===== src/skc_pkg.sv =====
// Shared types, constants and elaboration-time helpers for the soft-knee compressor.
// No dependencies; included by every other file through a wildcard import.
package skc_pkg;

   // configuration register map
   localparam int CSR_IDX_W  = 3;
   localparam int CSR_DATA_W = 16;
   localparam logic [CSR_IDX_W-1:0] CSR_ATTACK  = 3'd0;
   localparam logic [CSR_IDX_W-1:0] CSR_RELEASE = 3'd1;
   localparam logic [CSR_IDX_W-1:0] CSR_THRESH  = 3'd2;
   localparam logic [CSR_IDX_W-1:0] CSR_RATIO   = 3'd3;
   localparam logic [CSR_IDX_W-1:0] CSR_KNEE    = 3'd4;
   localparam logic [CSR_IDX_W-1:0] CSR_MAKEUP  = 3'd5;

   // fixed-point constants
   localparam logic signed [15:0] ENV_FLOOR_Q8 = -16'sd23040;
   localparam logic signed [15:0] LVL_MIN_Q8   = -16'sd32768;
   localparam logic [12:0]        KNEE_MIN_Q8  = 13'd26;
   localparam logic [15:0]        RATIO_ONE_Q8 = 16'd256;
   localparam logic [12:0]        KNEE_RST_Q8  = 13'd1536;
   localparam logic [32:0]        DB_PER_OCT   = 33'd394566;
   localparam logic [32:0]        OCT_PER_DB   = 33'd10885;
   localparam logic [16:0]        GR_MAX       = 17'd32768;

   // sequencer step counter covers the 25 divider steps
   localparam int CNT_W = 5;
   localparam logic [CNT_W-1:0] SQ_LAST  = 5'd15;
   localparam logic [CNT_W-1:0] DIV_LAST = 5'd24;

   // datapath operations
   typedef logic [4:0] dp_op_type;
   localparam dp_op_type OP_NONE     = 5'd0;
   localparam dp_op_type OP_LOAD     = 5'd1;
   localparam dp_op_type OP_NORM     = 5'd2;
   localparam dp_op_type OP_SQ_INIT  = 5'd3;
   localparam dp_op_type OP_SQ       = 5'd4;
   localparam dp_op_type OP_LEVEL    = 5'd5;
   localparam dp_op_type OP_LVL_MIN  = 5'd6;
   localparam dp_op_type OP_ENV      = 5'd7;
   localparam dp_op_type OP_PREP     = 5'd8;
   localparam dp_op_type OP_DIV      = 5'd9;
   localparam dp_op_type OP_SLOPE    = 5'd10;
   localparam dp_op_type OP_ZERO     = 5'd11;
   localparam dp_op_type OP_LINR     = 5'd12;
   localparam dp_op_type OP_XX       = 5'd13;
   localparam dp_op_type OP_XXS      = 5'd14;
   localparam dp_op_type OP_KNEE     = 5'd15;
   localparam dp_op_type OP_LIN_E    = 5'd16;
   localparam dp_op_type OP_LIN_STEP = 5'd17;
   localparam dp_op_type OP_G30      = 5'd18;
   localparam dp_op_type OP_MK       = 5'd19;
   localparam dp_op_type OP_MKOV     = 5'd20;
   localparam dp_op_type OP_G18      = 5'd21;
   localparam dp_op_type OP_OUTL     = 5'd22;
   localparam dp_op_type OP_OUTR     = 5'd23;
   localparam dp_op_type OP_FINISH   = 5'd24;

   // exp source select
   localparam logic LIN_SRC_RED    = 1'b0;
   localparam logic LIN_SRC_MAKEUP = 1'b1;

   typedef struct packed {
      dp_op_type        op;
      logic             lin_src;
      logic [CNT_W-1:0] idx;
   } cmd_type;

   typedef struct packed {
      logic mag_zero;
      logic mag_top;
      logic knee_off;
      logic knee_lin;
      logic use_mk;
   } status_type;

   typedef struct packed {
      logic [15:0] attack;
      logic [15:0] release_c;
      logic [15:0] thresh;
      logic [15:0] ratio;
      logic [12:0] knee;
      logic [15:0] makeup;
   } cfg_type;

   // floored integer square root, used only at elaboration
   function automatic logic [63:0] isqrt64(input logic [63:0] v);
      logic [63:0] x;
      logic [63:0] res;
      logic [63:0] bitv;
      x = v;
      res = '0;
      bitv = 64'd1 << 62;
      for (int i = 0; i < 32; i++) begin
         if (x >= res + bitv) begin
            x = x - (res + bitv);
            res = (res >> 1) + bitv;
         end else begin
            res = res >> 1;
         end
         bitv = bitv >> 2;
      end
      return res;
   endfunction

   // 2^(2^-k) in Q30, built by repeated square roots from 2.0
   function automatic logic [30:0] root_q30(input int k);
      logic [63:0] r;
      r = 64'd1 << 31;
      for (int j = 0; j < 12; j++) begin
         if (j < k) begin
            r = isqrt64(r << 30);
         end
      end
      return r[30:0];
   endfunction

endpackage


===== src/skc_ctrl.sv =====
// Sequencer for the compressor: steps the datapath through one word at a time.
// Depends on skc_pkg for command and status types and operation codes.
module skc_ctrl import skc_pkg::*; #(
   parameter int DB_TABLE_BITS = 8
) (
   input  logic       clock,
   input  logic       reset,
   input  logic       req_valid,
   output logic       req_ready,
   output logic       rsp_valid,
   input  logic       rsp_ready,
   input  status_type status,
   output cmd_type    cmd
);

   localparam logic [4:0] S_IDLE  = 5'd0;
   localparam logic [4:0] S_NORM  = 5'd1;
   localparam logic [4:0] S_SQ    = 5'd2;
   localparam logic [4:0] S_LEVEL = 5'd3;
   localparam logic [4:0] S_ENV   = 5'd4;
   localparam logic [4:0] S_PREP  = 5'd5;
   localparam logic [4:0] S_DIVS  = 5'd6;
   localparam logic [4:0] S_SLOPE = 5'd7;
   localparam logic [4:0] S_GAIN  = 5'd8;
   localparam logic [4:0] S_XXS   = 5'd9;
   localparam logic [4:0] S_DIVK  = 5'd10;
   localparam logic [4:0] S_KNEE  = 5'd11;
   localparam logic [4:0] S_LINE  = 5'd12;
   localparam logic [4:0] S_LSTEP = 5'd13;
   localparam logic [4:0] S_G30   = 5'd14;
   localparam logic [4:0] S_MKE   = 5'd15;
   localparam logic [4:0] S_MSTEP = 5'd16;
   localparam logic [4:0] S_MK    = 5'd17;
   localparam logic [4:0] S_MKOV  = 5'd18;
   localparam logic [4:0] S_G18   = 5'd19;
   localparam logic [4:0] S_OUTL  = 5'd20;
   localparam logic [4:0] S_OUTR  = 5'd21;
   localparam logic [4:0] S_FIN   = 5'd22;

   localparam logic [CNT_W-1:0] LIN_LAST = CNT_W'(DB_TABLE_BITS - 1);

   logic [4:0]       state_ff, state_in;
   logic [CNT_W-1:0] cnt_ff, cnt_in;
   logic             rsp_valid_ff, rsp_valid_in;
   logic             slot_free;

   assign slot_free = !rsp_valid_ff || rsp_ready;
   assign req_ready = (state_ff == S_IDLE);
   assign rsp_valid = rsp_valid_ff;

   always_comb begin
      state_in     = state_ff;
      cmd.op       = OP_NONE;
      cmd.lin_src  = LIN_SRC_RED;
      cmd.idx      = cnt_ff;
      rsp_valid_in = rsp_ready ? 1'b0 : rsp_valid_ff;
      case (state_ff)
         S_IDLE: begin
            if (req_valid) begin
               cmd.op   = OP_LOAD;
               state_in = S_NORM;
            end
         end
         S_NORM: begin
            if (status.mag_zero) begin
               cmd.op   = OP_LVL_MIN;
               state_in = S_ENV;
            end else if (status.mag_top) begin
               cmd.op   = OP_SQ_INIT;
               state_in = S_SQ;
            end else begin
               cmd.op = OP_NORM;
            end
         end
         S_SQ: begin
            cmd.op = OP_SQ;
            if (cnt_ff == SQ_LAST) begin
               state_in = S_LEVEL;
            end
         end
         S_LEVEL: begin
            cmd.op   = OP_LEVEL;
            state_in = S_ENV;
         end
         S_ENV: begin
            cmd.op   = OP_ENV;
            state_in = S_PREP;
         end
         S_PREP: begin
            cmd.op   = OP_PREP;
            state_in = S_DIVS;
         end
         S_DIVS: begin
            cmd.op = OP_DIV;
            if (cnt_ff == DIV_LAST) begin
               state_in = S_SLOPE;
            end
         end
         S_SLOPE: begin
            cmd.op   = OP_SLOPE;
            state_in = S_GAIN;
         end
         S_GAIN: begin
            if (status.knee_off) begin
               cmd.op   = OP_ZERO;
               state_in = S_LINE;
            end else if (status.knee_lin) begin
               cmd.op   = OP_LINR;
               state_in = S_LINE;
            end else begin
               cmd.op   = OP_XX;
               state_in = S_XXS;
            end
         end
         S_XXS: begin
            cmd.op   = OP_XXS;
            state_in = S_DIVK;
         end
         S_DIVK: begin
            cmd.op = OP_DIV;
            if (cnt_ff == DIV_LAST) begin
               state_in = S_KNEE;
            end
         end
         S_KNEE: begin
            cmd.op   = OP_KNEE;
            state_in = S_LINE;
         end
         S_LINE: begin
            cmd.op   = OP_LIN_E;
            state_in = S_LSTEP;
         end
         S_LSTEP: begin
            cmd.op = OP_LIN_STEP;
            if (cnt_ff == LIN_LAST) begin
               state_in = S_G30;
            end
         end
         S_G30: begin
            cmd.op   = OP_G30;
            state_in = status.use_mk ? S_MKOV : S_MKE;
         end
         S_MKE: begin
            cmd.op      = OP_LIN_E;
            cmd.lin_src = LIN_SRC_MAKEUP;
            state_in    = S_MSTEP;
         end
         S_MSTEP: begin
            cmd.op = OP_LIN_STEP;
            if (cnt_ff == LIN_LAST) begin
               state_in = S_MK;
            end
         end
         S_MK: begin
            cmd.op   = OP_MK;
            state_in = S_G18;
         end
         S_MKOV: begin
            cmd.op   = OP_MKOV;
            state_in = S_G18;
         end
         S_G18: begin
            cmd.op   = OP_G18;
            state_in = S_OUTL;
         end
         S_OUTL: begin
            cmd.op   = OP_OUTL;
            state_in = S_OUTR;
         end
         S_OUTR: begin
            cmd.op   = OP_OUTR;
            state_in = S_FIN;
         end
         S_FIN: begin
            // hold until the result register is free
            if (slot_free) begin
               cmd.op       = OP_FINISH;
               rsp_valid_in = 1'b1;
               state_in     = S_IDLE;
            end
         end
         default: begin
            state_in = S_IDLE;
         end
      endcase
      cnt_in = (state_in == state_ff) ? cnt_ff + 1'b1 : '0;
   end

   always_ff @(posedge clock) begin
      if (reset) begin
         state_ff     <= S_IDLE;
         cnt_ff       <= '0;
         rsp_valid_ff <= 1'b0;
      end else begin
         state_ff     <= state_in;
         cnt_ff       <= cnt_in;
         rsp_valid_ff <= rsp_valid_in;
      end
   end

endmodule


===== config.mk =====
export PLATFORM = sky130hd
export DESIGN_NAME = skc_ctrl
export DESIGN_NICKNAME = d
export VERILOG_FILES = /design/src/skc_pkg.sv /design/src/skc_ctrl.sv
export SDC_FILE = /design/constraint.sdc
export NUM_CORES = 1
export LEC_CHECK = 0
export BUFFER_PORTS_ARGS = -buffer_cell sky130_fd_sc_hd__buf_2
export CAP_MARGIN = 20
export CORE_MARGIN = 2
export CORE_UTILIZATION = 55
export CTS_CLUSTER_SIZE = 25
export DETAILED_ROUTE_END_ITERATION = 16
export PLACE_DENSITY = 0.86
export SYNTH_ARGS = -nofsm -noshare
export SYNTH_HDL_FRONTEND = slang
export SYNTH_SLANG_ARGS = --single-unit

===== constraint.sdc =====
create_clock -name clock -period 2.2 [get_ports clock]
set_input_delay 0.33 -clock clock [delete_from_list [all_inputs] [get_ports clock]]
set_output_delay 0.33 -clock clock [all_outputs]
set_load 0.02 [all_outputs]

; Word level (Yosys, flattened, before mapping)
; Cells that the tools add are included.
[totals]
out_inout_bits = 13
input_bits = 9
reg_bits = 11
word_cells = 63
[classes]
eq_ne = 26
bitwise_logic = 1
reduce_logical = 8
addsub = 1
n_mux = 24
[op_table]
columns = cell, n
row1 = 5-bit case mux with 22 select lines, 1
row2 = 5-bit case mux with 20 select lines, 1
row3 = 5-bit 2-to-1 mux, 11
row4 = 5-bit by 4-bit equality test with 1-bit output (second input constant), 9
row5 = 5-bit equality test (second input constant), 8
row6 = 5-bit by 3-bit equality test with 1-bit output (second input constant), 5
row7 = 3-bit 2-to-1 mux, 4
row8 = 5-bit by 2-bit equality test with 1-bit output (second input constant), 2
row9 = 2-bit OR reduction, 5
row10 = 1-bit 2-to-1 mux, 7
row11 = 5-bit by 1-bit adder with 5-bit output (second input constant), 1
row12 = 5-bit by 1-bit equality test with 1-bit output (second input constant), 1
row13 = 5-bit equality test, 1
row14 = 5-bit zero test, 1
row15 = 1-bit zero test, 1
row16 = 1-bit logical OR, 1
row17 = 1-bit inverter, 1

; Logic depth before layout (Yosys ltp)
; Gate-level depths: netlist of the first run.
[depth]
depth_word = 7
mapped_depth = 8

; Worst setup path before layout of the first run
; Ideal clock, no wire load.
[synth_timing]
path_type = reg-to-output
startpoint = register state_ff[4]
endpoint = output cmd[6] in the netlist's numbering
path_stages_with_launch = 7
t_required_ns = 1.870
setup_slack_ns = 0.158
path_buffers = 2
t_arrival_ns = 1.712
cell_sequence = dfxtp_1 buf_4 clkbuf_1 nor2_1 nand2_1 mux4_2 o211ai_1
[synth_rtl]
columns = item, line_no
row1 = "start, declared", skc_ctrl.sv:42  ; logic [4:0] state_ff, state_in;
row2 = "start signal, assigned", skc_ctrl.sv:195  ; state_ff <= state_in;
row3 = "end, declared", skc_ctrl.sv:13  ; output cmd_type cmd

==> flow_summary.ini, run 1 <==
[status]
status = finished, final reports clean

[setup_path]
timing.rr.start = cnt_ff[0]
cp_max_fo = 13
path_class = register to output pin
arrival_ns = 1.79
reg2reg_depth = 8
cp-end-kind = output pin
r2r_end = cnt_ff[1]
required_ns = 1.87
reg2reg_slack_ns = 0.11
critPathLaunchType = register

[power_and_ir_drop]
p_leak_nw = 0.563
pwr-share-comb_pct = 49.0
ir_drop_mv = 0.439
power_density_mw_per_mm2 = 540
p_seq_share_pct = 32.6
p_sw_mw = 0.319
switching_share_pct = 42.1
p_int_mw = 0.438
clockPowerShare_pct = 18.4

[yosys]
yosys.area_share.simple_pct = 33.6
ys_types = 53
syn-cell-area_sq_mm = 0.00114
synth_seq_area_share_pct = 19.3
synth_xor_area_share_pct = 3.07
synthAdderAreaFrac_pct = 3.29
synth_ff_type = dfxtp_1
postSynthCellCount = 152
ys_warn_count = 0
synth-seq-cells = 11
syn-num-nets = 164
synth_compound_area_share_pct = 29.4
avgSynthCellArea_sq_um = 7.51
async_flop_share_pct = 0
synth_top_family_by_area = simple AND/OR/NAND/NOR gates
synthMuxAreaShare_pct = 2.85
synth_edf_count = 0

[layout]
final_common_cell = buf_2
area_growth_pct = 22.7
drive_gt1_share_pct = 31.9
diodes = 0
layout.nets = 195
fill_cells = 163
final_cell_mix = buf_2 (20), buf_4 (16), nand2_1 (15)
stdcell_area_sq_mm = 0.00140

[sta]
skew_ns = 0.00701
setup_tns_ns = 0
rsz0062_at_grt = yes
finalHoldViolations = 0
fmax_ghz = 0.471
relSlewSlack_pct = 67.1
slew_violations = 0
setup_slack_ns = 0.0775
worstMarginPinSlew_ns = 0.493
finalCritPeriodShare_pct = 96.5
fin_crit_ns = 2.12
final-setup-viol-count = 0

[job]
maxCapViolCount = 0

[placement]
dpl.hpwl_mm = 2.77
dpl_cell_area_sq_mm = 0.00131
portBuffers = 21
dp_slack_ns = 0.0566
globalplace.congestion = 1.02

[global_route]
overflow = 0
grtUsageTotal_pct = 32.1
grt_pass1_vias = 1366
grt_pass1_wl_mm = 6.20
grt_max_degree = 22
antenna_found_initial = 0

[clock_tree]
root_buffer = clkbuf_4
clock_path_buffers = 2
cts_inserted_buffers = 3
cts_tree = yes
worstSkewPairLatency_ns = 0.27
cts.clk_slew.worst_paths_ns = 0.07
htree_levels = 1
cts.sinks = 11
ctsHoldBuffers = 0

[floorplan]
die_y_microns = 49.6
fp.coreArea_sq_mm = 0.00196
io_pins = 22
start_util_pct = 58.2
dieWidth_microns = 49.6
rows = 16
die_area_sq_mm = 0.00246

[worst_hold_path]
holdCritStartpoint = reset
hold_depth = 2
holdCritPathClass = input port to register
hold_end = rsp_valid

[detailed_routing]
wire_per_inst_microns = 17.8
vias = 1419
antenna_left = 0
drc = 0
routed_wl_mm = 3.71
dr.first_iter.drc_count = 148
first_pass_iters = 5
viasPerCell = 6.79
==> stage by stage <==
step	total power [mW]	instances	utilization, %	hold slack (ns)
floorplan	0.478	152	-	0.399
global placement	0.565	202	66.8	0.505
detailed placement	0.581	202	66.8	0.542
CTS	0.721	206	68.4	0.321
global route	0.795	209	71.4	0.331
finish	0.756	209	71.4	0.343
==> state kept, by name (all words and copies together), names as in the netlist <==
signal	cells
state_ff	5
cnt_ff	5
rsp_valid	1
==> area by class of cell <==
cell class | count | area [sq um] | area share, %
Inverter | 8 | 33.8 | 2.41
Tap cell | 27 | 33.8 | 2.41
Clock buffer | 4 | 26.3 | 1.88
Timing Repair Buffer | 37 | 231 | 16.5
Multi-Input combinational cell | 122 | 843 | 60.2
Sequential cell | 11 | 231 | 16.5
==> what timing repair did <==
action                     CTS  global route
setup endpoints to repair    1             7
pin swaps                    0             3
setup buffers                0             5
gates resized for setup      4            10
==> logic make-up (layout without fill, tap and decap cells) <==
| logic type | Yosys count | in the layout |
|---|---|---|
| flops | 11 | 11 |
| simple gates | 65 | 65 |
| xor+xnor | 4 | 4 |
| fa+ha+maj | 3 | 3 |
| mux | 2 | 2 |
| compound gates | 48 | 48 |
| buf+inv | 19 | 49 |
==> power groups by stage <==
stage	registers, mW	logic (mW)	clock network, mW
after floorplan	0.237	0.240	0
after global placement	0.241	0.324	0
after detailed placement	0.243	0.337	0
after CTS	0.239	0.339	0.143
after global routing	0.248	0.398	0.150
final	0.246	0.371	0.139
==> how the worst max path moves through the flow <==
stage                           start         to  slack (ns)  cells past startpoint
final                     state_ff[2]     cmd[6]        0.08                      5
after global routing        cnt_ff[0]  cnt_ff[3]       -0.02                      8
after CTS                 state_ff[0]     cmd[6]       0.003                      8
after detailed placement  state_ff[4]  cnt_ff[1]        0.06                      6
after global placement    state_ff[4]  cnt_ff[2]        0.22                      6
after floorplan           state_ff[4]     cmd[6]        0.16                      6
==> Yosys cell counts (3+ instances only) <==
| cell type | count | area share (%) |
|---|---|---|
| nand2_1 | 15 | 4.9 |
| dfxtp_1 | 11 | 19 |
| a21oi_1 | 9 | 3.9 |
| o21ai_0 | 8 | 3.5 |
| nor2_1 | 7 | 2.3 |
| inv_1 | 6 | 2.0 |
| nand3_1 | 6 | 2.6 |
| a31oi_1 | 5 | 2.7 |
| buf_4 | 5 | 3.3 |
| clkbuf_1 | 5 | 1.6 |
| nand2b_1 | 5 | 2.7 |
| nor2b_1 | 5 | 2.7 |
| nor4_1 | 5 | 2.7 |
| or3_1 | 5 | 2.7 |
| nor3_1 | 4 | 1.8 |
| ha_1 | 3 | 3.3 |
| o211ai_1 | 3 | 2.0 |
| xnor2_1 | 3 | 2.3 |
==> metal layers <==
layer / routed length, microns / up-vias / global-route usage [%]
met5: 0 / - / 0
met4: 113 / 0 / 13.0
met3: 458 / 20 / 8.48
met2: 1730 / 132 / 50.2
met1: 1420 / 629 / 41.6
li1: - / 638 / -
==> critical path, cell delays in order, from the launching register on <==
cell	delay (ns)
dfxtp_2	0.41
nor2_2	0.20
nand2_1	0.10
mux4_2	0.47
o211ai_1	0.17
buf_4	0.17
No activity file was read; power rests on OpenSTA's default activity.
==> inputs of run 2 (changes only) <==
Settings changed: CORE_MARGIN 2 to 5.
==> flow_summary.ini, run 2 (synthesis results as in run 1) <==
[placement]
globalplace.congestion = 1.05
dp_cells = 205
dpl.hpwl_mm = 2.61
portBuffers = 21
dpl_cell_area_sq_mm = 0.00133
dp_slack_ns = 0.0362

[worst_hold_path]
holdCritPathClass = input port to register

[clock_tree]
post-cts-setup-buffer-count = 0
root_buffer = clkbuf_4
worstSkewPairLatency_ns = 0.27
clock_path_buffers = 2
ctsHoldBuffers = 0
post_cts_resized = 2
cts_tree = yes
htree_levels = 1
cts.clk_slew.worst_paths_ns = 0.06
cts.sinks = 11
cts_inserted_buffers = 3

[detailed_routing]
vias = 1434
antenna_left = 0
wire_per_inst_microns = 17.7
drc = 0
viasPerCell = 6.86
routed_wl_mm = 3.70
dr.first_iter.drc_count = 85
first_pass_iters = 5

[global_route]
overflow = 0
grt_max_degree = 17
grt_pass1_vias = 1256
grtUsageTotal_pct = 23.0
antenna_found_initial = 0
grt_pass1_wl_mm = 5.93

[setup_path]
cp_max_fo = 16
reg2reg_slack_ns = 0.09
critPathLaunchType = register
required_ns = 1.87
cp-end-kind = output pin
path_class = register to output pin
arrival_ns = 1.81

[floorplan]
dieWidth_microns = 55.6
io_pins = 22
rows = 16
die_y_microns = 55.6
start_util_pct = 58.2
die_area_sq_mm = 0.00309
fp.coreArea_sq_mm = 0.00196

[job]
maxCapViolCount = 0

[sta]
worstMarginPinSlew_ns = 0.733
fmax_ghz = 0.468
rsz0062_at_grt = yes
final-setup-viol-count = 0
skew_ns = 0.00610
relSlewSlack_pct = 51.1
setup_tns_ns = 0
finalHoldViolations = 0
fin_crit_ns = 2.14
setup_slack_ns = 0.0627
slew_violations = 0
finalCritPeriodShare_pct = 97.2

[power_and_ir_drop]
power_density_mw_per_mm2 = 530
clockPowerShare_pct = 18.5
p_leak_nw = 0.565
switching_share_pct = 42.2
p_int_mw = 0.430
pwr-share-comb_pct = 47.7
p_seq_share_pct = 33.8
p_sw_mw = 0.314
ir_drop_mv = 0.548

[layout]
final_cell_mix = buf_2 (21), buf_4 (16), nand2_1 (15)
fin_cells = 209
area_growth_pct = 22.9
fill_cells = 164
diodes = 0
drive_gt1_share_pct = 32.4
stdcell_area_sq_mm = 0.00140
layout.nets = 195
final_common_cell = buf_2
fin_util_pct = 71.5

[status]
status = finished, final reports clean
-- run 2: critical path, cell delays in order, from the launching register on --
cell,delay (ns)
dfxtp_2,0.51
nand2b_1,0.18
mux4_2,0.49
o211ai_1,0.16
buf_2,0.19
-- run 2: power by group through the flow --
stage / registers (mW) / clock network, mW / logic (mW)
after detailed placement: 0.248 / 0 / 0.326
after global routing: 0.255 / 0.156 / 0.385
after global placement: 0.246 / 0 / 0.324
after CTS: 0.243 / 0.140 / 0.329
after floorplan: 0.237 / 0 / 0.240
final: 0.252 / 0.137 / 0.355
-- run 2: layout make-up --
cell class                      count  area, sq um  share of cell area (%)
Tap cell                           27         33.8                    2.41
Timing Repair Buffer               37          225                    16.1
Clock buffer                        4         26.3                    1.87
Sequential cell                    11          233                    16.6
Multi-Input combinational cell    122          855                    60.9
Inverter                            8         30.0                    2.14
-- run 2: routing by layer --
| layer | up-vias | track usage [%] | share of wire (%) |
|---|---|---|---|
| li1 | 647 | - | - |
| met1 | 655 | 31.7 | 41 |
| met2 | 117 | 36.7 | 44 |
| met3 | 15 | 5.36 | 13 |
| met4 | 0 | 4.17 | 2.0 |
| met5 | - | 0 | 0 |
-- run 2: worst paths after layout --
kind / cells after the start / startpoint / end
setup / recovery: 4 / state_ff[2] / cmd[6]
hold / removal: 2 / reset / state_ff[4]
setup reg to reg: 7 / cnt_ff[0] / cnt_ff[0]
hold reg to reg: 1 / cnt_ff[0] / cnt_ff[0]
-- run 2: metrics by stage --
stage / hold WS, ns / total power, mW
CTS: 0.323 / 0.712
finish: 0.339 / 0.744
detailed placement: 0.552 / 0.573
floorplan: 0.399 / 0.478
global placement: 0.491 / 0.570
global route: 0.326 / 0.796
